<file path="config.mk">
export PLATFORM = sky130hd
export DESIGN_NAME = forwarding_table_exact_match_core
export DESIGN_NICKNAME = d
export VERILOG_FILES = /design/src/fte_pkg.sv /design/src/fte_ram.sv /design/src/forwarding_table_exact_match_core.sv
export SDC_FILE = /design/constraint.sdc
export NUM_CORES = 1
export LEC_CHECK = 0
export BUFFER_PORTS_ARGS = -buffer_cell sky130_fd_sc_hd__buf_2
export CELL_PAD_IN_SITES_DETAIL_PLACEMENT = 1
export CELL_PAD_IN_SITES_GLOBAL_PLACEMENT = 1
export CORE_AREA = 2 2 261 263
export CTS_CLUSTER_DIAMETER = 50
export DETAILED_ROUTE_END_ITERATION = 10
export DIE_AREA = 0 0 263 265
export GPL_TIMING_DRIVEN = 0
export HOLD_SLACK_MARGIN = 0.05
export PLACE_DENSITY = 0.83
export SYNTH_ARGS = -nofsm -noshare
export SYNTH_HDL_FRONTEND = slang
export SYNTH_HIERARCHICAL = 1
export SYNTH_SLANG_ARGS = --single-unit
</file>
<file path="constraint.sdc">
create_clock -name i_clk -period 9.4 [get_ports i_clk]
set_clock_uncertainty 0.2 [all_clocks]
set_input_delay 1.41 -clock i_clk [delete_from_list [all_inputs] [get_ports i_clk]]
set_output_delay 1.41 -clock i_clk [all_outputs]
set_load 0.01 [all_outputs]
</file>
<file path="src/fte_pkg.sv">
`timescale 1ns / 1ps
// Shared types and codes of the exact-match forwarding table.
// No dependencies; imported by the core and its checker.
package fte_pkg;

    typedef enum logic [2:0] {
        ST_OK      = 3'd0,
        ST_DEFAULT = 3'd1,
        ST_NOROUTE = 3'd2,
        ST_DUP     = 3'd3,
        ST_FULL    = 3'd4
    } t_status;

    typedef enum logic {
        CMD_MAP    = 1'b0,
        CMD_LOOKUP = 1'b1
    } t_command;

    typedef enum logic [2:0] {
        S_IDLE = 3'b001,
        S_SCAN = 3'b010,
        S_RESP = 3'b100
    } t_state;

    localparam logic [1:0] CFG_DEFAULT_VALID    = 2'd0;
    localparam logic [1:0] CFG_DEFAULT_NEXT_HOP = 2'd1;
    localparam logic [1:0] CFG_DEFAULT_DELAY    = 2'd2;

    typedef struct packed {
        logic [15:0] dest;
        logic [15:0] hop;
        logic [15:0] dly;
    } t_entry;

    localparam int unsigned ENTRY_W = $bits(t_entry);

endpackage

</file>
<file path="src/fte_ram.sv">
`timescale 1ns / 1ps
// Generic single-write, single-read RAM with registered read data.
// No dependencies.
module fte_ram #(
    parameter int unsigned WIDTH = 48,
    parameter int unsigned DEPTH = 16
) (
    input  logic                                       i_clk,
    input  logic                                       i_we,
    input  logic [(DEPTH > 1 ? $clog2(DEPTH) : 1)-1:0] i_waddr,
    input  logic [WIDTH-1:0]                           i_wdata,
    input  logic                                       i_re,
    input  logic [(DEPTH > 1 ? $clog2(DEPTH) : 1)-1:0] i_raddr,
    output logic [WIDTH-1:0]                           o_rdata
);

    logic [WIDTH-1:0] r_mem [DEPTH];
    logic [WIDTH-1:0] r_rdata;

    always_ff @(posedge i_clk) begin
        if (i_we) begin
            r_mem[i_waddr] <= i_wdata;
        end
        if (i_re) begin
            r_rdata <= r_mem[i_raddr];
        end
    end

    assign o_rdata = r_rdata;

endmodule

</file>
<file path="src/forwarding_table_exact_match_core.sv">
`timescale 1ns / 1ps
// Exact-match forwarding table with default route: sequencer, comparator, output register.
// Depends on fte_pkg and fte_ram.
//
//  channel  | handshake          | payload
//  ---------+--------------------+--------------------------------------------------
//  request  | i_valid / o_ready  | i_command, i_dest_address, i_hop_node, i_link_delay
//  result   | o_valid / i_ready  | o_status, o_next_hop, o_route_delay, o_entry_count
//  config   | i_cfg_we           | i_cfg_idx, i_cfg_data
//
// A request is answered by a linear scan of the table from acceptance to a valid result: one
// comparator reads one stored entry per cycle from the table RAM, a hit stops the scan.
// The next request can be accepted as soon as the result is registered.
// Reset is synchronous and active low; it empties the table and clears the defaults.
// A result waits in the output register; a new request is accepted meanwhile and
// holds in its last cycle until the previous result is taken.
module forwarding_table_exact_match_core import fte_pkg::*; #(
    parameter int unsigned TABLE_DEPTH = 16
) (
    input  logic        i_clk,
    input  logic        i_rst_n,
    input  logic        i_valid,
    output logic        o_ready,
    input  logic        i_command,
    input  logic [15:0] i_dest_address,
    input  logic [15:0] i_hop_node,
    input  logic [15:0] i_link_delay,
    output logic        o_valid,
    input  logic        i_ready,
    output logic [2:0]  o_status,
    output logic [15:0] o_next_hop,
    output logic [15:0] o_route_delay,
    output logic [4:0]  o_entry_count,
    input  logic        i_cfg_we,
    input  logic [1:0]  i_cfg_idx,
    input  logic [15:0] i_cfg_data
);

    localparam int unsigned AW = (TABLE_DEPTH > 1) ? $clog2(TABLE_DEPTH) : 1;
    localparam int unsigned CW = $clog2(TABLE_DEPTH + 1);
    localparam logic [CW-1:0] FULL_COUNT = CW'(TABLE_DEPTH);

    t_state        r_state, n_state;
    logic [CW-1:0] r_fill, n_fill;
    logic [CW-1:0] r_idx, n_idx;
    logic          r_pend, n_pend;
    logic          r_hit, n_hit;
    logic          r_out_valid, n_out_valid;

    logic          r_def_valid;
    logic [15:0]   r_def_hop;
    logic [15:0]   r_def_dly;

    t_command      r_cmd, n_cmd;
    logic [15:0]   r_addr, n_addr;
    logic [15:0]   r_in_hop, n_in_hop;
    logic [15:0]   r_in_dly, n_in_dly;
    logic [15:0]   r_hop, n_hop;
    logic [15:0]   r_dly, n_dly;
    t_status       r_out_status, n_out_status;
    logic [15:0]   r_out_hop, n_out_hop;
    logic [15:0]   r_out_dly, n_out_dly;
    logic [4:0]    r_out_count, n_out_count;

    logic          w_issue;
    logic          w_cmp_hit;
    logic          w_commit;
    logic          w_we;
    t_entry        w_rd_entry;
    t_entry        w_wr_entry;
    logic [ENTRY_W-1:0] w_rdata;

    fte_ram #(
        .WIDTH (ENTRY_W),
        .DEPTH (TABLE_DEPTH)
    ) u_ram (
        .i_clk   (i_clk),
        .i_we    (w_we),
        .i_waddr (r_fill[AW-1:0]),
        .i_wdata (w_wr_entry),
        .i_re    (w_issue),
        .i_raddr (r_idx[AW-1:0]),
        .o_rdata (w_rdata)
    );

    assign w_rd_entry = t_entry'(w_rdata);
    assign w_wr_entry = '{dest: r_addr, hop: r_in_hop, dly: r_in_dly};

    assign w_issue   = (r_state == S_SCAN) && (r_idx < r_fill);
    assign w_cmp_hit = r_pend && (w_rd_entry.dest == r_addr);
    assign w_commit  = (r_state == S_RESP) && (!r_out_valid || i_ready);
    assign w_we      = w_commit && (r_cmd == CMD_MAP) && !r_hit && (r_fill != FULL_COUNT);

    always_comb begin
        n_state      = r_state;
        n_fill       = r_fill;
        n_idx        = r_idx;
        n_pend       = r_pend;
        n_hit        = r_hit;
        n_out_valid  = r_out_valid && !i_ready;
        n_cmd        = r_cmd;
        n_addr       = r_addr;
        n_in_hop     = r_in_hop;
        n_in_dly     = r_in_dly;
        n_hop        = r_hop;
        n_dly        = r_dly;
        n_out_status = r_out_status;
        n_out_hop    = r_out_hop;
        n_out_dly    = r_out_dly;
        n_out_count  = r_out_count;
        unique case (r_state)
            S_IDLE: begin
                if (i_valid) begin
                    n_cmd    = t_command'(i_command);
                    n_addr   = i_dest_address;
                    n_in_hop = i_hop_node;
                    n_in_dly = i_link_delay;
                    n_idx    = '0;
                    n_pend   = 1'b0;
                    n_hit    = 1'b0;
                    n_state  = S_SCAN;
                end
            end
            S_SCAN: begin
                n_pend = w_issue;
                if (w_issue) begin
                    n_idx = r_idx + CW'(1);
                end
                if (w_cmp_hit) begin
                    n_hit   = 1'b1;
                    n_hop   = w_rd_entry.hop;
                    n_dly   = w_rd_entry.dly;
                    n_pend  = 1'b0;
                    n_state = S_RESP;
                end else if (!w_issue) begin
                    n_state = S_RESP;
                end
            end
            S_RESP: begin
                if (w_commit) begin
                    n_out_valid = 1'b1;
                    n_out_hop   = '0;
                    n_out_dly   = '0;
                    if (r_cmd == CMD_MAP) begin
                        if (r_hit) begin
                            n_out_status = ST_DUP;
                        end else if (r_fill == FULL_COUNT) begin
                            n_out_status = ST_FULL;
                        end else begin
                            n_out_status = ST_OK;
                            n_fill       = r_fill + CW'(1);
                        end
                    end else begin
                        if (r_hit) begin
                            n_out_status = ST_OK;
                            n_out_hop    = r_hop;
                            n_out_dly    = r_dly;
                        end else if (r_def_valid) begin
                            n_out_status = ST_DEFAULT;
                            n_out_hop    = r_def_hop;
                            n_out_dly    = r_def_dly;
                        end else begin
                            n_out_status = ST_NOROUTE;
                        end
                    end
                    n_out_count = 5'(n_fill);
                    n_state     = S_IDLE;
                end
            end
            default: begin
                n_state = S_IDLE;
            end
        endcase
    end

    always_ff @(posedge i_clk) begin
        if (!i_rst_n) begin
            r_state     <= S_IDLE;
            r_fill      <= '0;
            r_idx       <= '0;
            r_pend      <= 1'b0;
            r_hit       <= 1'b0;
            r_out_valid <= 1'b0;
        end else begin
            r_state     <= n_state;
            r_fill      <= n_fill;
            r_idx       <= n_idx;
            r_pend      <= n_pend;
            r_hit       <= n_hit;
            r_out_valid <= n_out_valid;
        end
    end

    always_ff @(posedge i_clk) begin
        if (!i_rst_n) begin
            r_def_valid <= 1'b0;
            r_def_hop   <= '0;
            r_def_dly   <= '0;
        end else if (i_cfg_we) begin
            unique case (i_cfg_idx)
                CFG_DEFAULT_VALID:    r_def_valid <= i_cfg_data[0];
                CFG_DEFAULT_NEXT_HOP: r_def_hop   <= i_cfg_data;
                CFG_DEFAULT_DELAY:    r_def_dly   <= i_cfg_data;
                default: begin
                end
            endcase
        end
    end

    always_ff @(posedge i_clk) begin
        r_cmd        <= n_cmd;
        r_addr       <= n_addr;
        r_in_hop     <= n_in_hop;
        r_in_dly     <= n_in_dly;
        r_hop        <= n_hop;
        r_dly        <= n_dly;
        r_out_status <= n_out_status;
        r_out_hop    <= n_out_hop;
        r_out_dly    <= n_out_dly;
        r_out_count  <= n_out_count;
    end

    assign o_ready       = (r_state == S_IDLE);
    assign o_valid       = r_out_valid;
    assign o_status      = r_out_status;
    assign o_next_hop    = r_out_hop;
    assign o_route_delay = r_out_dly;
    assign o_entry_count = r_out_count;

endmodule

</file>
; ---- Word-level counts from Yosys, hierarchy flattened
; Memory sizes are Yosys's and may differ from the RTL's. A register that Yosys moved wholly into a read port is not among the register bits.
; Cells that the tools add are included.
[totals]
ff_bits = 170
mem_bits_rw = 768
n_memories = 1
input_bits = 72
word_cells = 89
out_inout_bits = 42
[memory_table]
columns = name, depth, word_bits, read_ports, rd_ports_with_merged_regs, wr, line
row1 = u_ram.r_mem, 16, 48, 1, 1, 1, fte_ram.sv:17  ; logic [WIDTH-1:0] r_mem [DEPTH];
[op_classes]
n_reduce_logical = 23
eq_ne = 13
n_addsub = 2
n_mux = 29
bitwise_logic = 1
order_cmp = 1
[ops]
columns = operator, count
row1 = $mux W16, 4
row2 = $mux W5, 5
row3 = $mux W3, 7
row4 = $eq A16 B16 Y1, 1
row5 = $reduce_and A2 Y1, 7
row6 = $add A5 B1 Y5 const B, 2
row7 = $pmux W5 S2, 1
row8 = $pmux W3 S3, 1
row9 = $reduce_and A3 Y1, 3
row10 = $logic_and A1 B1 Y1, 7
row11 = $mux W1, 7
row12 = $ne A2 B2 Y1 const B, 3
row13 = $eq A5 B5 Y1 const B, 1
row14 = $lt A5 B5 Y1, 1
row15 = $ne A5 B5 Y1 const B, 1
row16 = $mux W2, 2
row17 = $pmux W1 S2, 2
row18 = $eq A3 B1 Y1 const B, 1
row19 = $eq A3 B2 Y1 const B, 1
row20 = $eq A3 B3 Y1 const B, 1
row21 = $logic_not A1 Y1, 3
row22 = $ne A3 B3 Y1 const B, 1
row23 = $eq A2 B1 Y1 const B, 1
row24 = $eq A2 B2 Y1 const B, 1
row25 = other kinds (5), 5

; ---- Longest topological paths before layout
; Gate-level depths: netlist of run 1.
[logic_depth]
word_depth = 8
mapped_depth = 8
ltp_nobuf = 8

; ---- By module
; Netlist of run 1, hierarchy kept.
[by_module_without_submodules]
columns = mod, seq_area_each_um2, area_each_um2, instances, cells_each
row1 = fte_ram, 24503.5, 30171.4, 1, 1242
row2 = forwarding_table_exact_match_core, 4614.4, 6282.3, 1, 448

; ---- Worst setup path after synthesis of run 1
; No wires, ideal clock.
[synth_timing]
kind = input to register
startpoint = in i_ready
endpoint = mem u_ram.r_mem[0][0] (enable)
setup_slack_ns = 2.050
required_time_ns = 8.687
cell_stages = 6
setup_time_ns = 0.513
t_arrival_ns = 6.637
n_path_buf = 0
path_cell_list = nand2b_1 > nand2b_1 > inv_1 > and2_1 > or3b_2 > nor3_1
[synth_via]
elab_chain_len = 7
[synth_rtl]
columns = item, line
row1 = start: declaration, forwarding_table_exact_match_core.sv:29  ; input logic i_ready,
row2 = $logic_or A1 B1 Y1, forwarding_table_exact_match_core.sv:91  ; assign w_commit = (r_state == S_RESP) && (!r_out_valid || i_ready);
row3 = $logic_and A1 B1 Y1, forwarding_table_exact_match_core.sv:91
row4 = $logic_and A1 B1 Y1 (3 in series), forwarding_table_exact_match_core.sv:92  ; assign w_we = w_commit && (r_cmd == CMD_MAP) && !r_hit && (r_fill != FULL_COUNT);
row5 = net w_we, forwarding_table_exact_match_core.sv:68  ; logic w_we;
row6 = $mux W1, fte_ram.sv:21  ; if (i_we) begin
row7 = $mux W1 (not written as such), fte_ram.sv:22  ; r_mem[i_waddr] <= i_wdata;
row8 = end: declaration, fte_ram.sv:17
; The timed path passes the listed nets, and every way through them passes these cells.

; ---- Worst setup path in the final report of run 1
[layout_timing]
startpoint = in i_ready
endpoint = mem u_ram.r_mem[12][15] (enable)
; Same word-level chain as after synthesis.

==> flow_metrics.py, run 1 <==
metrics = {
    "route": {
        "routedWlPerCell_um": 35.2,
        "antenna_left": 0,
        "vias_per_cell": 6.69,
        "wl_um": 102000,
        "first_iter_violations": 2648,
        "vias": 19400,
        "dr.pass1.iters": 5,
        "drc": 0,
    },
    "floorplanning": {
        "dieArea_mm2": 0.0697,
        "start_util_pct": 54.6,
        "io_pins": 114,
        "die_w_um": 263,
        "core_area_mm2": 0.0668,
        "core.rowCount": 95,
        "die_y_um": 265,
    },
    "timing": {
        "finalWorstSetupSlack_ns": 4.90,
        "finalCriticalPeriod_ns": 4.50,
        "rsz0062_at_grt": "no",
        "min_period_over_period_pct": 47.9,
        "timing.slew.headroom_pct": 24.2,
        "max_freq_ghz": 0.222,
        "setup_violations": 0,
        "worst_pin_slew_ns": 1.14,
        "slew_viol_final": 0,
        "worst_hold_slack_ns": 0.218,
        "final_hold_viol_count": 0,
    },
    "placement": {
        "numPortBuffers": 113,
        "pre_cts_ws_ns": 3.83,
        "gp_congestion": 0.857,
        "post-dp-hpwl_um": 60000,
        "place_inst": 2725,
    },
    "clocking": {
        "post-cts-setup-buffers": 0,
        "cts_root_buf": "clkbuf_16",
        "cts.sinks": 986,
        "cts_tree": "done",
        "cts_buffers": 96,
        "cts_hold_buf": 0,
        "htreeDepth": 3,
        "clock_latency_ns": 0.66,
        "cts-resized-gates": 0,
        "path_clk_slew_ns": 0.06,
        "clockBufferDepth": 3,
    },
    "global_routing": {
        "grt-ovfl-total": 0,
        "grt_usage_pct": 29.9,
        "grt_max_degree": 50,
        "grt_antenna_before_repair": 4,
        "grt_first_pass_wirelength_um": 148000,
        "grt_pass1_vias": 20700,
    },
    "critical_path": {
        "crit_top_cell": "buf_6",
        "rr_startpoint": "r_state[2]",
        "cp_cell_sequence": "buf_2 -> nand2b_1 -> nand2b_1 -> inv_2 -> and2_1 -> nand3_1 -> nor3_2 -> buf_6 -> buf_6 -> buf_6",
        "crit_family": "simple AND/OR/NAND/NOR gates",
        "rr_worst_depth": 9,
        "crit_type": "in2reg",
        "max_stage_delay_ns": 0.74,
        "ff2ff_setup_slack_ns": 5.00,
        "slowest_stage": "nor3_2",
        "end_kind": "register",
        "reg2reg_to": "u_ram/r_mem[12][15]",
        "arrival_ns": 4.64,
        "start_kind": "primary input",
        "path_buf_inv": 5,
        "worstPathRequired_ns": 9.54,
        "worstPathMaxFanout": 42,
    },
    "run_status": {
        "status": "finished, final reports clean",
    },
    "yosys": {
        "syn_area_mm2": 0.0365,
        "syn-instance-count": 1690,
        "ys_seq_area_share_pct": 79.9,
        "synth_edf_count": 937,
        "synthFlopType": "edfxtp_1",
        "postSynth.asyncResetShare_pct": 0,
        "yosysUniqueCellTypes": 45,
        "synth_fp_nets": 1769,
        "ys.warnings.count": 6,
        "ys_ff_latch": 986,
        "synth_area_per_cell_um2": 21.6,
    },
    "cells_and_area": {
        "seqCellArea_mm2": 0.0291,
        "final_cell_count_no_fill": 2903,
        "area_growth_syn_to_layout_pct": 15.8,
        "utilization_pct": 63.2,
        "final_layout_size_suffix_gt1_share_pct": 27.0,
        "fillCellCount": 5452,
        "multi_input_area_mm2": 0.00703,
        "nets": 2029,
    },
    "power_and_ir_drop": {
        "p_leak_nw": 13.3,
        "power.density_mw_per_mm2": 212,
        "ir_worst_vdd_mv": 0.133,
    },
    "worst_hold_path": {
        "min_delay_path_depth": 0,
        "hold-path-endpoint": "r_dly[10]",
        "hold_start": "u_ram/o_rdata[10]",
        "hp-class": "reg2reg",
    },
    "job": {
        "drv_cap": 0,
    },
}
power breakdown:
part	internal, mW	switching [mW]	total [mW]
sequential	4.86	0.0824	4.94
combinational	0.0247	0.0550	0.0797
clock	2.24	1.69	3.93
through the flow:
stage / instance area (um^2) / total power [mW] / setup TNS (ns)
2_1_floorplan: 36500 / 5.03 / 0
3_3_place_gp: 38100 / 5.09 / -370.59
3_5_place_dp: 39000 / 5.11 / 0
4_1_cts: 42200 / 8.99 / 0
5_1_grt: 42200 / 9.13 / 0
6_report: 42200 / 8.95 / 0
synth_stat cells (all sizes together), types with 5 or more instances:
| cell type | number | area (um^2) |
|---|---|---|
| a22o | 32 | 280 |
| nand2b | 8 | 50.1 |
| inv | 11 | 41.3 |
| xnor2 | 12 | 105 |
| nor3 | 5 | 25.0 |
| nor2 | 22 | 82.6 |
| edfxtp | 937 | 28100 |
| a21oi | 23 | 115 |
| dfxtp | 49 | 981 |
| mux4 | 192 | 4320 |
| ha | 7 | 87.6 |
| a22oi | 96 | 721 |
| o21ai | 10 | 53.8 |
| nand3 | 7 | 35.0 |
| a21boi | 20 | 150 |
| buf | 39 | 228 |
| xor2 | 9 | 78.8 |
| clkbuf | 42 | 158 |
| nand2 | 128 | 480 |
registers in the layout, summed over array words and instances (netlist names), 3 cells and up:
register,cells
r_in_dly,16
o_status,3
r_idx,5
u_ram/r_mem,768
o_next_hop,16
r_def_dly,16
r_in_hop,16
o_entry_count,5
r_addr,16
r_def_hop,16
o_route_delay,16
r_dly,16
u_ram/o_rdata,48
r_hop,16
r_state,3
r_fill,5
how the worst max path moves through the flow:
stage | start | to | slack [ns] | cells past startpoint
5_1_grt | i_ready | u_ram/r_mem[12][13] | 4.73 | 10
2_1_floorplan | i_ready | u_ram/r_mem[0][0] | 2.05 | 6
3_5_place_dp | i_ready | u_ram/r_mem[12][16] | 3.83 | 10
4_1_cts | i_ready | u_ram/r_mem[12][13] | 4.42 | 10
6_report | i_ready | u_ram/r_mem[12][15] | 4.90 | 10
3_3_place_gp | i_ready | u_ram/r_mem[4][16] | -2.03 | 7
worst register-to-register path, stage by stage (launching register included):
cell and delay [ns]:
dfxtp_1 0.41, or3b_1 0.42, nand2b_1 0.31, inv_2 0.68, and2_1 0.38, nand3_1 0.36, nor3_2 0.74, buf_6 0.24
buf_6 0.16, buf_6 0.19
area by class of cell:
type / instances / share of cell area (%)
diodes: 2 / 0.0119
plain buffers: 81 / 0.913
clock buffers: 113 / 5.92
clock inverters: 63 / 1.58
inverters: 11 / 0.104
multi-input cells: 612 / 16.7
flip-flops and latches: 986 / 69.0
well taps: 873 / 2.59
repair buffers: 162 / 3.24
cells by family after synthesis:
group	after synthesis	share of synthesized area, %
muxes	193	11.9
adders and majority gates	7	0.240
buffers and inverters	92	1.17
xor gates and xnor gates	21	0.505
AOI/OAI and AO/OA	190	3.86
DFF	986	79.9
and+or+nand+nor	201	2.45
layer usage:
metal / wire length (um) / global-route usage, % / part of all wire, %
met2: 50100 / 48.4 / 49
met4: 4290 / 13.4 / 4.2
met3: 11300 / 5.88 / 11
met5: 10 / 0 / 0.0098
met1: 36500 / 40.0 / 36
cells in the final DEF (no fill, tap or decap), types with 20 or more instances in the layout:
master / count
clkbuf_16: 97
nand2_1: 128
a22oi_1: 96
a21oi_1: 23
a22o_1: 32
buf_12: 22
clkbuf_1: 57
buf_2: 118
buf_6: 23
mux4_2: 192
a21boi_0: 20
dfxtp_1: 49
edfxtp_1: 937
No activity file was read; power rests on OpenSTA's default activity.
==> run 2, diff against run 1 <==
- clock period: 9.4 -> 4.25 ns (I/O delays scaled with it)
==> run 2 against run 1 <==
The run now ends with negative setup slack left. Register-to-register slack worse by 5.0 ns. Total power grew 130%. Via count up 9.7%. Sequential cell count unchanged. Setup slack worse by 4.9 ns. Clock power is 130% higher. Die area unchanged. Global-route usage is 4.3 points higher. Highest routed layer is now met4.
==> flow_metrics.py, run 2 (synthesized netlist as in run 1, its figures left out) <==
metrics = {
    "run_status": {
        "status": "finished, violations left",
        "violations": "negative setup slack",
    },
    "floorplanning": {
        "dieArea_mm2": 0.0697,
        "start_util_pct": 54.6,
        "core_area_mm2": 0.0668,
        "die_y_um": 265,
        "die_w_um": 263,
        "io_pins": 114,
        "core.rowCount": 95,
    },
    "timing": {
        "final_hold_viol_count": 0,
        "min_period_over_period_pct": 101,
        "slew_viol_final": 0,
        "setup_violations": 45,
        "finalWorstSetupSlack_ns": -0.0498,
        "max_freq_ghz": 0.233,
        "timing.slew.headroom_pct": 13.4,
        "worst_pin_slew_ns": 1.30,
        "finalCriticalPeriod_ns": 4.30,
    },
    "global_routing": {
        "grt-ovfl-total": 0,
        "grt_max_degree": 37,
        "grt_first_pass_wirelength_um": 166000,
        "grt_pass1_vias": 21600,
        "grt_usage_pct": 34.2,
        "grt_antenna_before_repair": 4,
    },
    "cells_and_area": {
        "final_common_cell": "edfxtp_1",
        "final_layout_size_suffix_gt1_share_pct": 27.5,
        "area_growth_syn_to_layout_pct": 18.9,
        "utilization_pct": 64.9,
        "final_cell_mix": "937 x edfxtp_1, 192 x mux4_2, 128 x nand2_1",
        "nets": 2109,
        "largest_reg_flops": 768,
        "regMostFlops": "u_ram/r_mem",
    },
    "placement": {
        "pre_cts_ws_ns": -0.477,
        "gp_congestion": 0.835,
        "numPortBuffers": 113,
        "post-dp-hpwl_um": 61200,
    },
    "power_and_ir_drop": {
        "switching_power_mw": 4.50,
        "seqPwrFrac_pct": 53.7,
        "ir_worst_vdd_mv": 0.357,
        "p_leak_nw": 13.8,
        "p_int_mw": 15.9,
        "power_frac_comb_pct": 1.2,
        "netSwitchingFraction_pct": 22.1,
        "clockPowerShare_pct": 45.1,
        "power.density_mw_per_mm2": 470,
    },
    "clocking": {
        "cts_buffers": 102,
        "path_clk_slew_ns": 0.07,
        "cts.sinks": 986,
        "cts_root_buf": "clkbuf_16",
        "clockBufferDepth": 3,
        "clock_latency_ns": 0.67,
        "cts-resized-gates": 0,
        "htreeDepth": 3,
        "cts_tree": "done",
    },
    "route": {
        "drc": 0,
        "dr.pass1.iters": 5,
        "routedWlPerCell_um": 40.5,
        "first_iter_violations": 3784,
        "antenna_left": 0,
        "vias_per_cell": 7.13,
        "wl_um": 121000,
        "vias": 21300,
    },
    "critical_path": {
        "worstPathRequired_ns": 4.39,
        "arrival_ns": 4.44,
        "start_kind": "register",
        "worstPathMaxFanout": 15,
        "crit_type": "reg2reg",
        "end_kind": "register",
    },
    "worst_hold_path": {
        "hp-class": "in2reg",
    },
    "job": {
        "drv_cap": 0,
    },
}
[run 2: cell type report]
type / count / area, um^2
inverter: 11 / 47.5
timing repair buffer: 234 / 2350
timing repair inverter: 2 / 10.0
antenna: 1 / 2.50
tap: 873 / 1090
clock buffer: 125 / 2720
multi-input combinational: 612 / 7050
sequential: 986 / 29100
fill: 5380 / 23400
clock inverter: 65 / 581
buffer: 81 / 385
[run 2: metrics by stage]
| step | std cells | power (mW) | instance area, um^2 | setup TNS [ns] | hold slack (ns) |
|---|---|---|---|---|---|
| 3_5_place_dp | 2720 | 11.3 | 39200 | -44.05 | 0.209 |
| 2_1_floorplan | 1690 | 11.1 | 36500 | -194.77 | 0.200 |
| 4_1_cts | 2974 | 20.2 | 43200 | 0 | 0.0585 |
| 3_3_place_gp | 2676 | 11.3 | 38100 | -2265.76 | 0.206 |
| 5_1_grt | 2989 | 20.7 | 43400 | -0.0151 | 0.0696 |
| 6_report | 2990 | 20.4 | 43400 | -0.891 | 0.0770 |
[run 2: per-layer routing]
layer	global-route usage [%]	vias to the layer above	share of wire, %
met5	0	-	0
met4	16.9	0	5.3
met3	7.70	465	13
met2	54.3	2238	48
met1	45.3	10900	34
li1	-	7701	-
[run 2: power groups by stage]
stage | Combinational (mW) | Sequential [mW] | Clock, mW
finish | 0.248 | 10.9 | 9.18
global route | 0.259 | 11.0 | 9.51
CTS | 0.237 | 10.9 | 8.98
detailed placement | 0.189 | 11.1 | 0
global placement | 0.167 | 11.1 | 0
floorplan | 0.0745 | 11.1 | 0
[run 2: what timing repair did]
| item | CTS | global route |
|---|---|---|
| setup buffers | 8 | 15 |
| setup endpoints to repair | 457 | 177 |
| hold buffers | 54 | 0 |
| pin swaps | 5 | 7 |
| hold endpoints to repair | 55 | 0 |
| gates cloned | 2 | 0 |
[run 2: path summary, 6_finish.rpt]
check	from	to	slack, ns	depth (start not counted)
worst max-delay path	r_fill[0]	u_ram/r_mem[4][16]	-0.05	10
worst min-delay path	i_cfg_data[8]	r_def_hop[8]	0.08	3
worst max register to register	r_fill[0]	u_ram/r_mem[4][16]	-0.05	10
worst min register to register	u_ram/o_rdata[4]	r_dly[4]	0.23	0
[run 2: worst max-delay path, cell delays in order (launching register included)]
cell and delay [ns]:
dfxtp_1 0.90, inv_1 0.25, ha_1 0.28, nand4bb_1 0.20, and2_1 0.27, and2_1 0.38, nand3b_1 0.49, nor3_4 0.41
buf_8 0.20, buf_16 0.17, buf_16 0.17
==> run 3, diff against run 2 <==
- CORE_AREA: 2 2 261 263 -> 2 2 389 198
- DIE_AREA: 0 0 263 265 -> 0 0 391 200
- HOLD_SLACK_MARGIN: 0.05 -> 0.15
- PLACE_DENSITY: 0.83 -> 0.78
- clock period: 4.25 -> 3.8 ns (I/O delays scaled with it)
==> run 3 against run 2 <==
The flow now finishes without violations. Combinational power up 9.3%. Sequential cell count unchanged. Via count down 7.4%. Setup slack better by 0.17 ns. Critical path type unchanged. Critical path depth down 2. Total power up 4.8%.
==> flow_metrics.py, run 3 (synthesized netlist as in run 1, its figures left out) <==
metrics = {
    "power_and_ir_drop": {
        "p_leak_nw": 13.5,
        "switching_power_mw": 4.45,
        "ir_worst_vdd_mv": 0.327,
        "netSwitchingFraction_pct": 20.8,
        "power.density_mw_per_mm2": 498,
        "power_frac_comb_pct": 1.3,
        "p_int_mw": 16.9,
        "seqPwrFrac_pct": 57.2,
        "clockPowerShare_pct": 41.5,
    },
    "timing": {
        "worst_pin_slew_ns": 1.09,
        "rsz0062_at_grt": "no",
        "slew_viol_final": 0,
        "max_freq_ghz": 0.271,
        "finalCriticalPeriod_ns": 3.68,
        "timing.slew.headroom_pct": 27.2,
        "min_period_over_period_pct": 96.9,
        "setup_violations": 0,
        "final_hold_viol_count": 0,
    },
    "clocking": {
        "clockBufferDepth": 3,
        "cts_buffers": 87,
        "cts.sinks": 986,
        "path_clk_slew_ns": 0.08,
        "clock_latency_ns": 0.68,
        "htreeDepth": 3,
        "cts_tree": "done",
        "cts_root_buf": "clkbuf_16",
    },
    "cells_and_area": {
        "diodes": 0,
        "postLayoutCellArea_mm2": 0.0429,
        "largest_reg_flops": 768,
        "area_growth_syn_to_layout_pct": 17.7,
        "final_cell_mix": "937 x edfxtp_1, 192 x mux4_2, 128 x nand2_1",
        "final_layout_size_suffix_gt1_share_pct": 26.2,
        "final_common_cell": "edfxtp_1",
        "final_cell_count_no_fill": 3072,
        "nets": 2098,
        "regMostFlops": "u_ram/r_mem",
    },
    "global_routing": {
        "grt_antenna_before_repair": 1,
        "grt_first_pass_wirelength_um": 151000,
        "grt_usage_pct": 27.4,
        "grt-ovfl-total": 0,
        "grt_pass1_vias": 20600,
        "grt_max_degree": 31,
    },
    "floorplanning": {
        "core.rowCount": 71,
        "core_area_mm2": 0.0746,
        "die_y_um": 200,
        "die_w_um": 391,
        "io_pins": 114,
        "dieArea_mm2": 0.0782,
        "start_util_pct": 48.9,
    },
    "critical_path": {
        "end_kind": "register",
        "worstPathMaxFanout": 22,
        "crit_type": "reg2reg",
        "worstPathRequired_ns": 3.95,
        "arrival_ns": 3.83,
        "start_kind": "register",
    },
    "run_status": {
        "status": "finished, final reports clean",
    },
    "route": {
        "first_iter_violations": 2638,
        "dr.pass1.iters": 6,
        "antenna_left": 0,
        "vias": 19700,
        "vias_per_cell": 6.42,
        "drc": 0,
        "routedWlPerCell_um": 34.4,
        "wl_um": 106000,
    },
    "placement": {
        "gp_congestion": 0.828,
        "post-dp-hpwl_um": 61200,
        "numPortBuffers": 113,
        "place_area_mm2": 0.0394,
        "place_inst": 2830,
    },
    "job": {
        "drv_cap": 0,
    },
    "worst_hold_path": {
        "hp-class": "reg2reg",
    },
}
[run 3: cell count changes in the layout (fill, tap and decap cells not counted), sizes merged]
| cell | change |
|---|---|
| buf | -8 |
| inv | -5 |
| dlygate4sd3 | +12 |
| clkinv | -2 |
| diode | -1 |
| clkinvlp | -8 |
| bufinv | -1 |
| clkbuf | -17 |
[run 3: final cells by class]
type / count / area, um^2
Timing Repair Buffer: 238 / 2290
Inverter: 11 / 47.5
Sequential cell: 986 / 29100
Timing Repair inverter: 2 / 12.5
Multi-Input combinational cell: 612 / 7070
Fill cell: 6451 / 31700
Clock inverter: 49 / 443
Buffer: 81 / 385
Clock buffer: 108 / 2320
Tap cell: 985 / 1230
[run 3: path summary, 6_finish.rpt]
path | from | end | slack [ns] | depth (start not counted)
worst max-delay path | r_state[2] | u_ram/r_mem[1][7] | 0.12 | 8
worst min-delay path | u_ram/o_rdata[22] | r_hop[6] | 0.21 | 0
worst max register to register | r_state[2] | u_ram/r_mem[1][7] | 0.12 | 8
worst min register to register | u_ram/o_rdata[22] | r_hop[6] | 0.21 | 0
[run 3: layer usage]
layer / GRT usage [%] / vias to the layer above / wire length (um)
li1: - / 7659 / -
met1: 35.6 / 10400 / 39000
met2: 46.2 / 1356 / 52400
met3: 5.16 / 270 / 9920
met4: 11.5 / 2 / 4510
met5: 0 / - / 13
[run 3: stage by stage]
stage               hold slack [ns]  power (mW)  setup WS (ns)  utilization, %  setup TNS (ns)
finish                        0.210        21.4          0.116            57.5               0
global route                  0.228        21.8         0.0713            57.5               0
CTS                           0.216        21.4         0.0304            57.4               0
detailed placement            0.206        12.7         -0.616            52.7         -126.95
global placement              0.203        12.6          -2.12            51.4        -1399.72
floorplan                     0.200        12.5         -0.108               -           -5.17
[run 3: power by group through the flow]
| stage | sequential [mW] | combinational (mW) | clock [mW] |
|---|---|---|---|
| 6_report | 12.2 | 0.271 | 8.86 |
| 5_1_grt | 12.2 | 0.286 | 9.25 |
| 4_1_cts | 12.2 | 0.262 | 8.87 |
| 3_5_place_dp | 12.5 | 0.199 | 0 |
| 3_3_place_gp | 12.4 | 0.181 | 0 |
| 2_1_floorplan | 12.4 | 0.0837 | 0 |
[run 3: worst max-delay path, cell delays in order, from the launching register on]
cell	delay (ns)
dfxtp_2	0.38
or3b_4	0.41
nand2b_4	0.26
clkinvlp_4	0.41
and2_4	0.27
or3b_4	0.47
nor2_4	0.44
buf_12	0.27
buf_12	0.23
[run 3: repair_timing]
action                                  4_1_cts  5_1_grt
hold endpoints to repair                     82        0
resized for setup                             0        2
setup buffers                                12        5
pin swaps                                     7        2
endpoints found under the setup margin      516       48
gates cloned                                  1        1
hold buffers                                 66        0
